`src/hw/rtl/pclru_pkg.sv`:
```
// ----------------------------------------------------------------------------
// pclru_pkg
// Shared widths, op codes and controller/datapath interface types for the
// page cache LRU lookup block.
// ----------------------------------------------------------------------------
package pclru_pkg;

  localparam int unsigned CAPACITY_DEF = 16;

  localparam int unsigned PAGE_W  = 32;
  localparam int unsigned OWNER_W = 16;
  localparam int unsigned SLOT_W  = 4;

  localparam int unsigned IN_TDATA_W  = 56;
  localparam int unsigned OUT_TDATA_W = 56;

  localparam logic OP_LOOKUP = 1'b0;
  localparam logic OP_ADD    = 1'b1;

  typedef struct packed {
    logic load_req;
    logic do_match;
    logic do_commit;
  } dp_cmd_t;

  typedef struct packed {
    logic out_valid;
  } dp_status_t;

endpackage

```
`src/hw/rtl/pclru_ctrl.sv`:
```
// ----------------------------------------------------------------------------
// pclru_ctrl
// Request sequencer: capture, associative match, commit of the LRU update.
// ----------------------------------------------------------------------------
module pclru_ctrl (
  input  logic                  clk,
  input  logic                  rst_n,
  input  logic                  in_tvalid,
  output logic                  in_tready,
  input  logic                  out_tready,
  input  pclru_pkg::dp_status_t status,
  output pclru_pkg::dp_cmd_t    cmd
);

  typedef enum logic [1:0] {
    S_IDLE,
    S_MATCH,
    S_UPDATE
  } state_t;

  state_t state_r;
  state_t state_nxt;
  logic   out_free;
  logic   commit;

  assign out_free  = !status.out_valid || out_tready;
  assign commit    = (state_r == S_UPDATE) && out_free;
  assign in_tready = (state_r == S_IDLE) || commit;

  assign cmd.load_req  = in_tvalid && in_tready;
  assign cmd.do_match  = (state_r == S_MATCH);
  assign cmd.do_commit = commit;

  always_comb begin
    state_nxt = state_r;
    case (state_r)
      S_IDLE: begin
        if (in_tvalid) state_nxt = S_MATCH;
      end
      S_MATCH: begin
        state_nxt = S_UPDATE;
      end
      S_UPDATE: begin
        if (out_free) state_nxt = in_tvalid ? S_MATCH : S_IDLE;
      end
      default: begin
        state_nxt = S_IDLE;
      end
    endcase
  end

  always_ff @(posedge clk) begin
    if (!rst_n) begin
      state_r <= S_IDLE;
    end else begin
      state_r <= state_nxt;
    end
  end

  a_match_then_update: assert property (@(posedge clk) disable iff (!rst_n)
    state_r == S_MATCH |=> state_r == S_UPDATE)
    else $error("match stage not followed by update");

endmodule

```
`src/hw/rtl/pclru_datapath.sv`:
```
// ----------------------------------------------------------------------------
// pclru_datapath
// Entry store with per-entry key compare, recency ranks, victim and free
// slot selection, and the result register.
// ----------------------------------------------------------------------------
module pclru_datapath #(
  parameter int unsigned CAPACITY = pclru_pkg::CAPACITY_DEF
) (
  input  logic                          clk,
  input  logic                          rst_n,
  input  pclru_pkg::dp_cmd_t            cmd,
  output pclru_pkg::dp_status_t         status,
  input  logic                          in_op,
  input  logic [pclru_pkg::PAGE_W-1:0]  in_page,
  input  logic [pclru_pkg::OWNER_W-1:0] in_owner,
  input  logic                          in_dirty,
  input  logic                          out_tready,
  output logic                          out_tvalid,
  output logic                          out_hit,
  output logic [pclru_pkg::SLOT_W-1:0]  out_slot,
  output logic                          out_evicted,
  output logic [pclru_pkg::PAGE_W-1:0]  out_evicted_page,
  output logic [pclru_pkg::OWNER_W-1:0] out_evicted_owner,
  output logic                          out_dirty_evict
);

  localparam int unsigned RANK_W = (CAPACITY > 1) ? $clog2(CAPACITY) : 1;
  localparam int unsigned OCC_W  = $clog2(CAPACITY + 1);

  // request
  logic                          req_op_r;
  logic [pclru_pkg::PAGE_W-1:0]  req_page_r;
  logic [pclru_pkg::OWNER_W-1:0] req_owner_r;
  logic                          req_dirty_r;

  // entries
  logic [CAPACITY-1:0]           valid_r;
  logic [pclru_pkg::PAGE_W-1:0]  page_r  [CAPACITY];
  logic [pclru_pkg::OWNER_W-1:0] owner_r [CAPACITY];
  logic                          dirty_r [CAPACITY];
  logic [RANK_W-1:0]             rank_r  [CAPACITY];
  logic [OCC_W-1:0]              occ_r;

  // match stage
  logic [CAPACITY-1:0] match_c,    match_r;
  logic [CAPACITY-1:0] rank_hit_c, rank_hit_r;
  logic [CAPACITY-1:0] evict_c,    evict_r;
  logic [CAPACITY-1:0] free_c,     free_r;
  logic                full_c,     full_r;

  // update stage
  logic [CAPACITY-1:0]           min_oh;
  logic [RANK_W-1:0]             best_rank;
  logic [CAPACITY-1:0]           best_vec;
  logic                          found;
  logic                          is_add;
  logic                          do_evict;
  logic [CAPACITY-1:0]           tgt_vec;
  logic [RANK_W-1:0]             tgt_idx;
  logic [pclru_pkg::PAGE_W-1:0]  ev_page;
  logic [pclru_pkg::OWNER_W-1:0] ev_owner;
  logic                          ev_dirty;

  // result register
  logic                          out_valid_r;
  logic                          out_hit_r;
  logic [pclru_pkg::SLOT_W-1:0]  out_slot_r;
  logic                          out_evicted_r;
  logic [pclru_pkg::PAGE_W-1:0]  out_page_r;
  logic [pclru_pkg::OWNER_W-1:0] out_owner_r;
  logic                          out_wb_r;

  always_comb begin
    match_c    = '0;
    rank_hit_c = '0;
    evict_c    = '0;
    for (int i = 0; i < CAPACITY; i++) begin
      match_c[i] = valid_r[i] && (page_r[i] == req_page_r) && (owner_r[i] == req_owner_r);
      evict_c[i] = valid_r[i] && (rank_r[i] == RANK_W'(CAPACITY - 1));
      for (int r = 0; r < CAPACITY; r++) begin
        if (match_c[i] && (rank_r[i] == RANK_W'(r))) rank_hit_c[r] = 1'b1;
      end
    end
    free_c = ~valid_r & (valid_r + 1'b1);
    full_c = (occ_r == OCC_W'(CAPACITY));
  end

  always_comb begin
    min_oh    = rank_hit_r & (~rank_hit_r + 1'b1);
    best_rank = '0;
    for (int r = 0; r < CAPACITY; r++) begin
      if (min_oh[r]) best_rank = best_rank | RANK_W'(r);
    end
    best_vec = '0;
    for (int i = 0; i < CAPACITY; i++) begin
      best_vec[i] = match_r[i] && (rank_r[i] == best_rank);
    end
    found    = |match_r;
    is_add   = (req_op_r == pclru_pkg::OP_ADD);
    do_evict = is_add && full_r;
    if (is_add) begin
      tgt_vec = full_r ? evict_r : free_r;
    end else begin
      tgt_vec = best_vec;
    end
    tgt_idx  = '0;
    ev_page  = '0;
    ev_owner = '0;
    ev_dirty = 1'b0;
    for (int i = 0; i < CAPACITY; i++) begin
      if (tgt_vec[i]) tgt_idx = tgt_idx | RANK_W'(i);
      if (evict_r[i]) begin
        ev_page  = ev_page | page_r[i];
        ev_owner = ev_owner | owner_r[i];
        ev_dirty = ev_dirty | dirty_r[i];
      end
    end
  end

  always_ff @(posedge clk) begin
    if (cmd.load_req) begin
      req_op_r    <= in_op;
      req_page_r  <= in_page;
      req_owner_r <= in_owner;
      req_dirty_r <= in_dirty;
    end
    if (cmd.do_match) begin
      match_r    <= match_c;
      rank_hit_r <= rank_hit_c;
      evict_r    <= evict_c;
      free_r     <= free_c;
      full_r     <= full_c;
    end
  end

  always_ff @(posedge clk) begin
    if (cmd.do_commit) begin
      for (int i = 0; i < CAPACITY; i++) begin
        if (is_add) begin
          if (tgt_vec[i]) begin
            page_r[i]  <= req_page_r;
            owner_r[i] <= req_owner_r;
            dirty_r[i] <= req_dirty_r;
            rank_r[i]  <= '0;
          end else if (valid_r[i]) begin
            rank_r[i] <= RANK_W'(rank_r[i] + 1'b1);
          end
        end else if (found) begin
          if (best_vec[i]) begin
            rank_r[i] <= '0;
          end else if (valid_r[i] && (rank_r[i] < best_rank)) begin
            rank_r[i] <= RANK_W'(rank_r[i] + 1'b1);
          end
        end
      end
    end
  end

  always_ff @(posedge clk) begin
    if (!rst_n) begin
      valid_r <= '0;
      occ_r   <= '0;
    end else if (cmd.do_commit && is_add) begin
      valid_r <= valid_r | tgt_vec;
      if (!full_r) occ_r <= OCC_W'(occ_r + 1'b1);
    end
  end

  always_ff @(posedge clk) begin
    if (!rst_n) begin
      out_valid_r <= 1'b0;
    end else if (cmd.do_commit) begin
      out_valid_r <= 1'b1;
    end else if (out_tready) begin
      out_valid_r <= 1'b0;
    end
  end

  always_ff @(posedge clk) begin
    if (cmd.do_commit) begin
      out_hit_r     <= !is_add && found;
      out_slot_r    <= pclru_pkg::SLOT_W'(tgt_idx);
      out_evicted_r <= do_evict;
      out_page_r    <= do_evict ? ev_page : '0;
      out_owner_r   <= do_evict ? ev_owner : '0;
      out_wb_r      <= do_evict && ev_dirty;
    end
  end

  assign status.out_valid  = out_valid_r;
  assign out_tvalid        = out_valid_r;
  assign out_hit           = out_hit_r;
  assign out_slot          = out_slot_r;
  assign out_evicted       = out_evicted_r;
  assign out_evicted_page  = out_page_r;
  assign out_evicted_owner = out_owner_r;
  assign out_dirty_evict   = out_wb_r;

  a_occ_tracks_valid: assert property (@(posedge clk) disable iff (!rst_n)
    occ_r == OCC_W'($countones(valid_r)))
    else $error("occupancy differs from valid entry count");

  a_single_victim: assert property (@(posedge clk) disable iff (!rst_n)
    cmd.do_commit && is_add && full_r |-> $onehot(evict_r))
    else $error("eviction without a unique least recent entry");

  a_single_best: assert property (@(posedge clk) disable iff (!rst_n)
    cmd.do_commit && !is_add && found |-> $onehot(best_vec))
    else $error("lookup hit without a unique most recent match");

  a_free_slot: assert property (@(posedge clk) disable iff (!rst_n)
    cmd.do_commit && is_add && !full_r |-> $onehot(free_r))
    else $error("add below capacity without a free slot");

endmodule

```
`src/hw/rtl/page_cache_lru_lookup.sv`:
```
// ----------------------------------------------------------------------------
// page_cache_lru_lookup
// Fully associative page cache with least-recently-used replacement.
// ----------------------------------------------------------------------------
// Each item is matched, then committed: the match state registers the key
// compare against every entry together with the victim and free-slot picks;
// the update state commits the rank update and loads the result register.
// The next beat is accepted on the commit edge, so a new request waits for
// the last to commit; a result that is not taken stalls the commit until the
// result register frees. Lookups return the most recent matching entry; adds
// evict the least recent entry once all CAPACITY slots are full.
module page_cache_lru_lookup #(
  parameter int unsigned CAPACITY = pclru_pkg::CAPACITY_DEF
) (
  input  logic                              clk,
  input  logic                              rst_n,
  input  logic                              in_tvalid,
  output logic                              in_tready,
  // [31:0] page_number, [47:32] owner_id, [48] dirty_in, [55:49] zero
  input  logic [pclru_pkg::IN_TDATA_W-1:0]  in_tdata,
  // [0] op
  input  logic                              in_tuser,
  output logic                              out_tvalid,
  input  logic                              out_tready,
  // [0] hit, [4:1] slot, [5] evicted, [37:6] evicted_page,
  // [53:38] evicted_owner, [54] dirty_evict, [55] zero
  output logic [pclru_pkg::OUT_TDATA_W-1:0] out_tdata
);

  pclru_pkg::dp_cmd_t    cmd;
  pclru_pkg::dp_status_t status;

  logic                          o_hit;
  logic [pclru_pkg::SLOT_W-1:0]  o_slot;
  logic                          o_evicted;
  logic [pclru_pkg::PAGE_W-1:0]  o_page;
  logic [pclru_pkg::OWNER_W-1:0] o_owner;
  logic                          o_wb;

  pclru_ctrl u_ctrl (
    .clk        (clk),
    .rst_n      (rst_n),
    .in_tvalid  (in_tvalid),
    .in_tready  (in_tready),
    .out_tready (out_tready),
    .status     (status),
    .cmd        (cmd)
  );

  pclru_datapath #(
    .CAPACITY (CAPACITY)
  ) u_datapath (
    .clk               (clk),
    .rst_n             (rst_n),
    .cmd               (cmd),
    .status            (status),
    .in_op             (in_tuser),
    .in_page           (in_tdata[31:0]),
    .in_owner          (in_tdata[47:32]),
    .in_dirty          (in_tdata[48]),
    .out_tready        (out_tready),
    .out_tvalid        (out_tvalid),
    .out_hit           (o_hit),
    .out_slot          (o_slot),
    .out_evicted       (o_evicted),
    .out_evicted_page  (o_page),
    .out_evicted_owner (o_owner),
    .out_dirty_evict   (o_wb)
  );

  assign out_tdata = {1'b0, o_wb, o_owner, o_page, o_evicted, o_slot, o_hit};

endmodule
```
`config.mk`:
```
export PLATFORM = sky130hd
export DESIGN_NAME = page_cache_lru_lookup
export DESIGN_NICKNAME = d
export VERILOG_FILES = /design/src/hw/rtl/pclru_pkg.sv /design/src/hw/rtl/pclru_ctrl.sv /design/src/hw/rtl/pclru_datapath.sv /design/src/hw/rtl/page_cache_lru_lookup.sv
export SDC_FILE = /design/constraint.sdc
export NUM_CORES = 2
export LEC_CHECK = 0
export BUFFER_PORTS_ARGS = -buffer_cell sky130_fd_sc_hd__buf_4
export CORE_ASPECT_RATIO = 1.75
export CORE_UTILIZATION = 40
export DETAILED_ROUTE_END_ITERATION = 10
export GPL_ROUTABILITY_DRIVEN = 0
export GPL_TIMING_DRIVEN = 0
export PLACE_DENSITY = 0.6
export RECOVER_POWER = 100
export SYNTH_ARGS = -nofsm -noshare
export SYNTH_HDL_FRONTEND = slang
export SYNTH_SLANG_ARGS = --single-unit
```
`constraint.sdc`:
```
create_clock -name clk -period 10.4 [get_ports clk]
set_clock_uncertainty 0.1 [all_clocks]
set_input_delay 2.08 -clock clk [delete_from_list [all_inputs] [get_ports clk]]
set_output_delay 2.08 -clock clk [all_outputs]
set_load 0.005 [all_outputs]
```
==> results of run 1 <==
==> stage by stage <==
| step | hold slack [ns] | area [um^2] |
|---|---|---|
| after CTS | 0.405 | 60400 |
| after detailed placement | 0.395 | 56900 |
| after floorplan | 0.378 | 52600 |
| after global placement | 0.383 | 55600 |
==> logic make-up after synthesis <==
kind of cell	synth area share [%]
compound gates	11.3
xor+xnor	11.8
fa+ha+maj	3.09
buf+inv	3.71
flops	59.0
mux	0.345
other cells	0.00713
simple gates	10.8
==> metal layers <==
layer / GRT overflow / GRT usage [%]
met5: 0 / 5.63
met4: 47 / 51.1
met3: 0 / 33.1
met2: 95 / 70.8
met1: 1 / 51.0
==> Implementation_results.wiki, run 1 <==
{| class="wikitable"
! Metric !! Value
|-
| Count of port buffers added during placement || 110
|-
| Library cells used by synthesis || between 80 and 90
|-
| Global-route wire length before repair || 451 mm
|-
| Post-Place Worst Slack || 4.48 ns
|-
| Most numerous cell types in the synthesized netlist || 1018 x edfxtp_1, 356 x xor2_1, 350 x xnor2_1, 162 x nor2_1, 157 x a221oi_1
|-
| Total routing usage reported by global routing || between 50 and 60%
|-
| Clock Root Buffer || clkbuf_16
|-
| Synthesized area per cell || 13.1 um^2
|-
| Synth Warn # || 0
|-
| Share of the yosys chip area belonging to registers || 59.0%
|-
| Outcome || aborted with a tool error
|-
| Die boundary height || 482 um
|-
| Clock buffer count from CTS || a little under 100
|-
| Post-synth design cell area || 52600 um^2
|-
| Synth Instances || 4006
|-
| Top Ports || 119
|-
| Cell accounting for the most synthesized area || edfxtp_1
|-
| TritonCTS sink count || 1042
|-
| Last stage || global routing (5_1_grt)
|-
| Std-Cell Rows || about 180
|-
| Register bit count reported by yosys || 1042
|-
| Share of flip-flops with an asynchronous set or reset after synthesis || 0%
|-
| Post-synth EDFFs || 1018
|-
| Hold_buf cts || 0
|-
| Overflow after GRT || between 100 and 150
|-
| Horizontal die dimension || 276 um
|-
| First Error || [ERROR GRT-0116] Global routing finished with congestion. Check the congestion regions in the DRC Viewer.
|-
| Ys flop type || edfxtp_1
|-
| Most repeated cell in the gate-level netlist after synthesis || edfxtp_1
|-
| Post-Place Cells || 5854
|-
| Maximum number of pins on one net before global-route repair || 31
|-
| Vias in the first global route || 44000
|-
| Share of Yosys cell area claimed by the top area cell type || 58.1%
|-
| Number of H-tree branching levels || 3
|-
| Post-CTS setup buffer count || 0
|-
| Top area cells in the synthesized netlist || edfxtp_1 58%, xor2_1 5.9%, xnor2_1 5.8%, ha_1 3.1%, a221oi_1 2.6%
|-
| Starting utilization of the core area || around 40%
|-
| Maximum clock insertion buffer count || 3
|-
| Post-Synthesis Net Count || 4197
|-
| HPWL Detailed || 226 mm
|-
| Number of gates given a new drive strength after cts || 0
|}
==> run 2: changes to the inputs <==
CORE_ASPECT_RATIO = not set   (was 1.75)
CORE_UTILIZATION = 25   (was 40)
PLACE_DENSITY = not set   (was 0.6)
PLACE_DENSITY_LB_ADDON = 0.15   (was not set)
==> run 2 against run 1 <==
  * Synthesized area did not move
  * The flow now finishes, with violations (max-capacitance violations, max-slew violations)
  * Synthesized cell count did not move
==> Implementation_results.wiki, run 2 <==
{| class="wikitable"
! Metric !! Value
|-
| Cell accounting for the most synthesized area || edfxtp_1
|-
| HPWL Detailed || 248 mm
|-
| Req. time, crit path || 10.68 ns
|-
| Post-Synthesis Net Count || 4197
|-
| TritonCTS sink count || 1042
|-
| Outcome || complete, but fails checks
|-
| DRC violation count after routing || 0
|-
| Std-Cell Rows || 168
|-
| Share of the yosys chip area belonging to registers || just under 60%
|-
| Library cells used by synthesis || 81
|-
| Violated checks || max-capacitance violations, max-slew violations
|-
| Tightest Pin Transition || around 3.2 ns
|-
| Initial antenna violation count || 54
|-
| Register bit count reported by yosys || 1042
|-
| Count of port buffers added during placement || 110
|-
| Highest-count cells in the layout ignoring fill and taps || 1018 x edfxtp_1, 352 x xor2_1, 347 x xnor2_1
|-
| Share of layout cells above drive strength 1 || around 12%
|-
| Starting utilization of the core area || 25.1%
|-
| Clock tree from TritonCTS || built
|-
| Min Clock Period, post-route || 7.72 ns
|-
| Peak supply drop || 183 uV
|-
| Fill cell total of the finished layout || ~21000
|-
| Final Power || 10.6 mW
|-
| Ys flop type || edfxtp_1
|-
| Synth Instances || 4006
|-
| Share of Yosys cell area claimed by the top area cell type || 58.1%
|-
| Worst relative slew slack || -113%
|-
| Area of the die || 212000 um^2
|-
| Least setup slack across all paths after layout || 2.68 ns
|-
| First-iteration detailed-routing DRC count || ~8000
|-
| Static Leak || 20.8 nW
|-
| Number of gates given a new drive strength after cts || 0
|-
| Vias in the first global route || 39400
|-
| Critical Path AT || 8.00 ns
|-
| Power density relative to cell area || roughly 170 nW/um^2
|-
| Routed WL || 328 mm
|-
| Tcrit/Tclk final || 74.2%
|-
| Most numerous cell types in the synthesized netlist || 1018 x edfxtp_1, 356 x xor2_1, 350 x xnor2_1, 162 x nor2_1, 157 x a221oi_1
|-
| Layout net count || 4524
|-
| Synth Warn # || 0
|-
| Fin area || 62700 um^2
|-
| Most repeated cell in the gate-level netlist after synthesis || edfxtp_1
|-
| Crit Path Class || input port to flip-flop
|-
| Clock Root Buffer || clkbuf_16
|-
| Residual antenna-violating net count after detailed routing || 0
|-
| Max-capacitance violation count || 57
|-
| Vias post-DR || 43000
|-
| Instance area at placement || 58900 um^2
|-
| Area of combinational cells with multiple inputs || 19700 um^2
|-
| Worst Hold Slack || 0.394 ns
|-
| Total routing usage reported by global routing || 30.3%
|-
| Maximum fanout along the worst path || 16
|-
| Setup repair after global routing missed its margin || false
|-
| Post-CTS setup buffer count || 0
|-
| Post-Place Worst Slack || 4.47 ns
|-
| Synthesized area per cell || 13.1 um^2
|-
| Max Freq || roughly 0.13 GHz
|-
| Number of H-tree branching levels || 4
|-
| Largest register FFs || 512
|-
| Area inside the core boundary || 209000 um^2
|-
| Registers with the most flip-flops || u_datapath.page_r: 512 flops, u_datapath.owner_r: 256 flops, u_datapath.rank_r: 64 flops
|-
| Endpoint class of the critical path || flip-flop
|-
| Clock slew at the register clock pins of the worst setup and hold paths || 0.05 ns
|-
| DR vias/cell || 5.92
|-
| Endpoints failing hold || 0
|-
| Maximum number of pins on one net before global-route repair || 34
|-
| Number of failing setup endpoints in the final timing report || 0
|-
| Leading cell type in the layout, fill and taps excluded || edfxtp_1
|-
| Insertion delay to the later sink of the worst-skew pair || 0.86 ns
|-
| Storage element area || 31000 um^2
|-
| TNS Setup || 0 ns
|-
| Top Ports || 119
|-
| Clock buffer count from CTS || 132
|-
| Critical path startpoint category || input port
|-
| Hold/Removal Path Class || flip-flop to flip-flop
|-
| Syn-to-layout area delta || 19.2%
|-
| Post-synth design cell area || 52600 um^2
|-
| Overflow after GRT || 0
|-
| Count of final max-slew check failures || 676
|-
| Largest Register || u_datapath.page_r
|-
| Die boundary height || 461 um
|-
| Global-route wire length before repair || 415 mm
|-
| Average wire per standard cell || between 40 and 50 um
|-
| Hold_buf cts || 0
|-
| Post-synth EDFFs || 1018
|-
| Horizontal die dimension || 461 um
|-
| Pre-Repair DR Iteration Count || 10
|-
| Share of flip-flops with an asynchronous set or reset after synthesis || 0%
|-
| Maximum clock insertion buffer count || 3
|-
| Top area cells in the synthesized netlist || edfxtp_1 58%, xor2_1 5.9%, xnor2_1 5.8%, ha_1 3.1%, a221oi_1 2.6%
|}
-- run 2: cell counts after synthesis --
No cell type changed its count.
-- run 2: stage by stage --
| step | utilization (%) | std cells |
|---|---|---|
| finish | 30.0 | 7267 |
| global route | 29.9 | 7249 |
| CTS | 30.3 | 7242 |
| detailed placement | 28.1 | 7000 |
| global placement | 27.2 | 6921 |
| floorplan | - | 4006 |
-- run 2: final cells by class --
class | count | area share [%]
Tap cell | 2805 | 5.59
Clock inverter | 82 | 1.66
Multi-Input combinational cell | 2594 | 31.4
Clock buffer | 160 | 5.53
Sequential cell | 1042 | 49.5
Inverter | 123 | 0.736
Antenna cell | 21 | 0.0838
Timing Repair Buffer | 193 | 3.05
Buffer | 247 | 2.44
-- run 2: kinds of logic after synthesis --
family,Yosys count,share of synthesized area (%)
buf+inv,370,3.71
fa+ha+maj,130,3.09
compound gates,740,11.3
flops,1042,59.0
mux,18,0.345
other cells,1,0.00713
simple gates,997,10.8
xor+xnor,708,11.8
-- run 2: path summary, 6_finish.rpt --
path / startpoint / end / slack, ns / depth (start not counted)
worst max-delay path: out_tready / u_datapath.owner_r[14][11]$_DFFE_PP_ / 2.68 / 8
worst max register to register: u_datapath.req_page_r[13]$_DFFE_PP_ / u_datapath.rank_hit_r[2]$_SDFFCE_PP1N_ / 3.42 / 9
worst min register to register: u_datapath.out_tvalid$_SDFFE_PN0P_ / u_datapath.out_tvalid$_SDFFE_PN0P_ / 0.39 / 2
worst min-delay path: u_datapath.out_tvalid$_SDFFE_PN0P_ / u_datapath.out_tvalid$_SDFFE_PN0P_ / 0.39 / 2
-- run 2: power by group --
part           switching (mW)  internal (mW)
Sequential             0.0997           4.67
Clock                    2.09           2.81
Combinational           0.706          0.227
-- run 2: critical path: stages --
cell      delay [ns]
clkbuf_4        0.11
nor2b_1         0.05
nor2_1          0.41
clkbuf_1        1.08
nand2_1         0.60
nor2_1          0.81
clkbuf_1        1.14
clkbuf_1        1.62
-- run 2: layer usage --
layer | share of wire [%] | up-vias | GRT usage (%)
li1 | - | 16200 | -
met3 | 13 | 1125 | 12.0
met5 | 0.075 | - | 0.505
met2 | 41 | 3910 | 42.6
met4 | 9.8 | 30 | 24.1
met1 | 37 | 21700 | 36.4
Note: power is estimated with default switching activity, not from simulation.
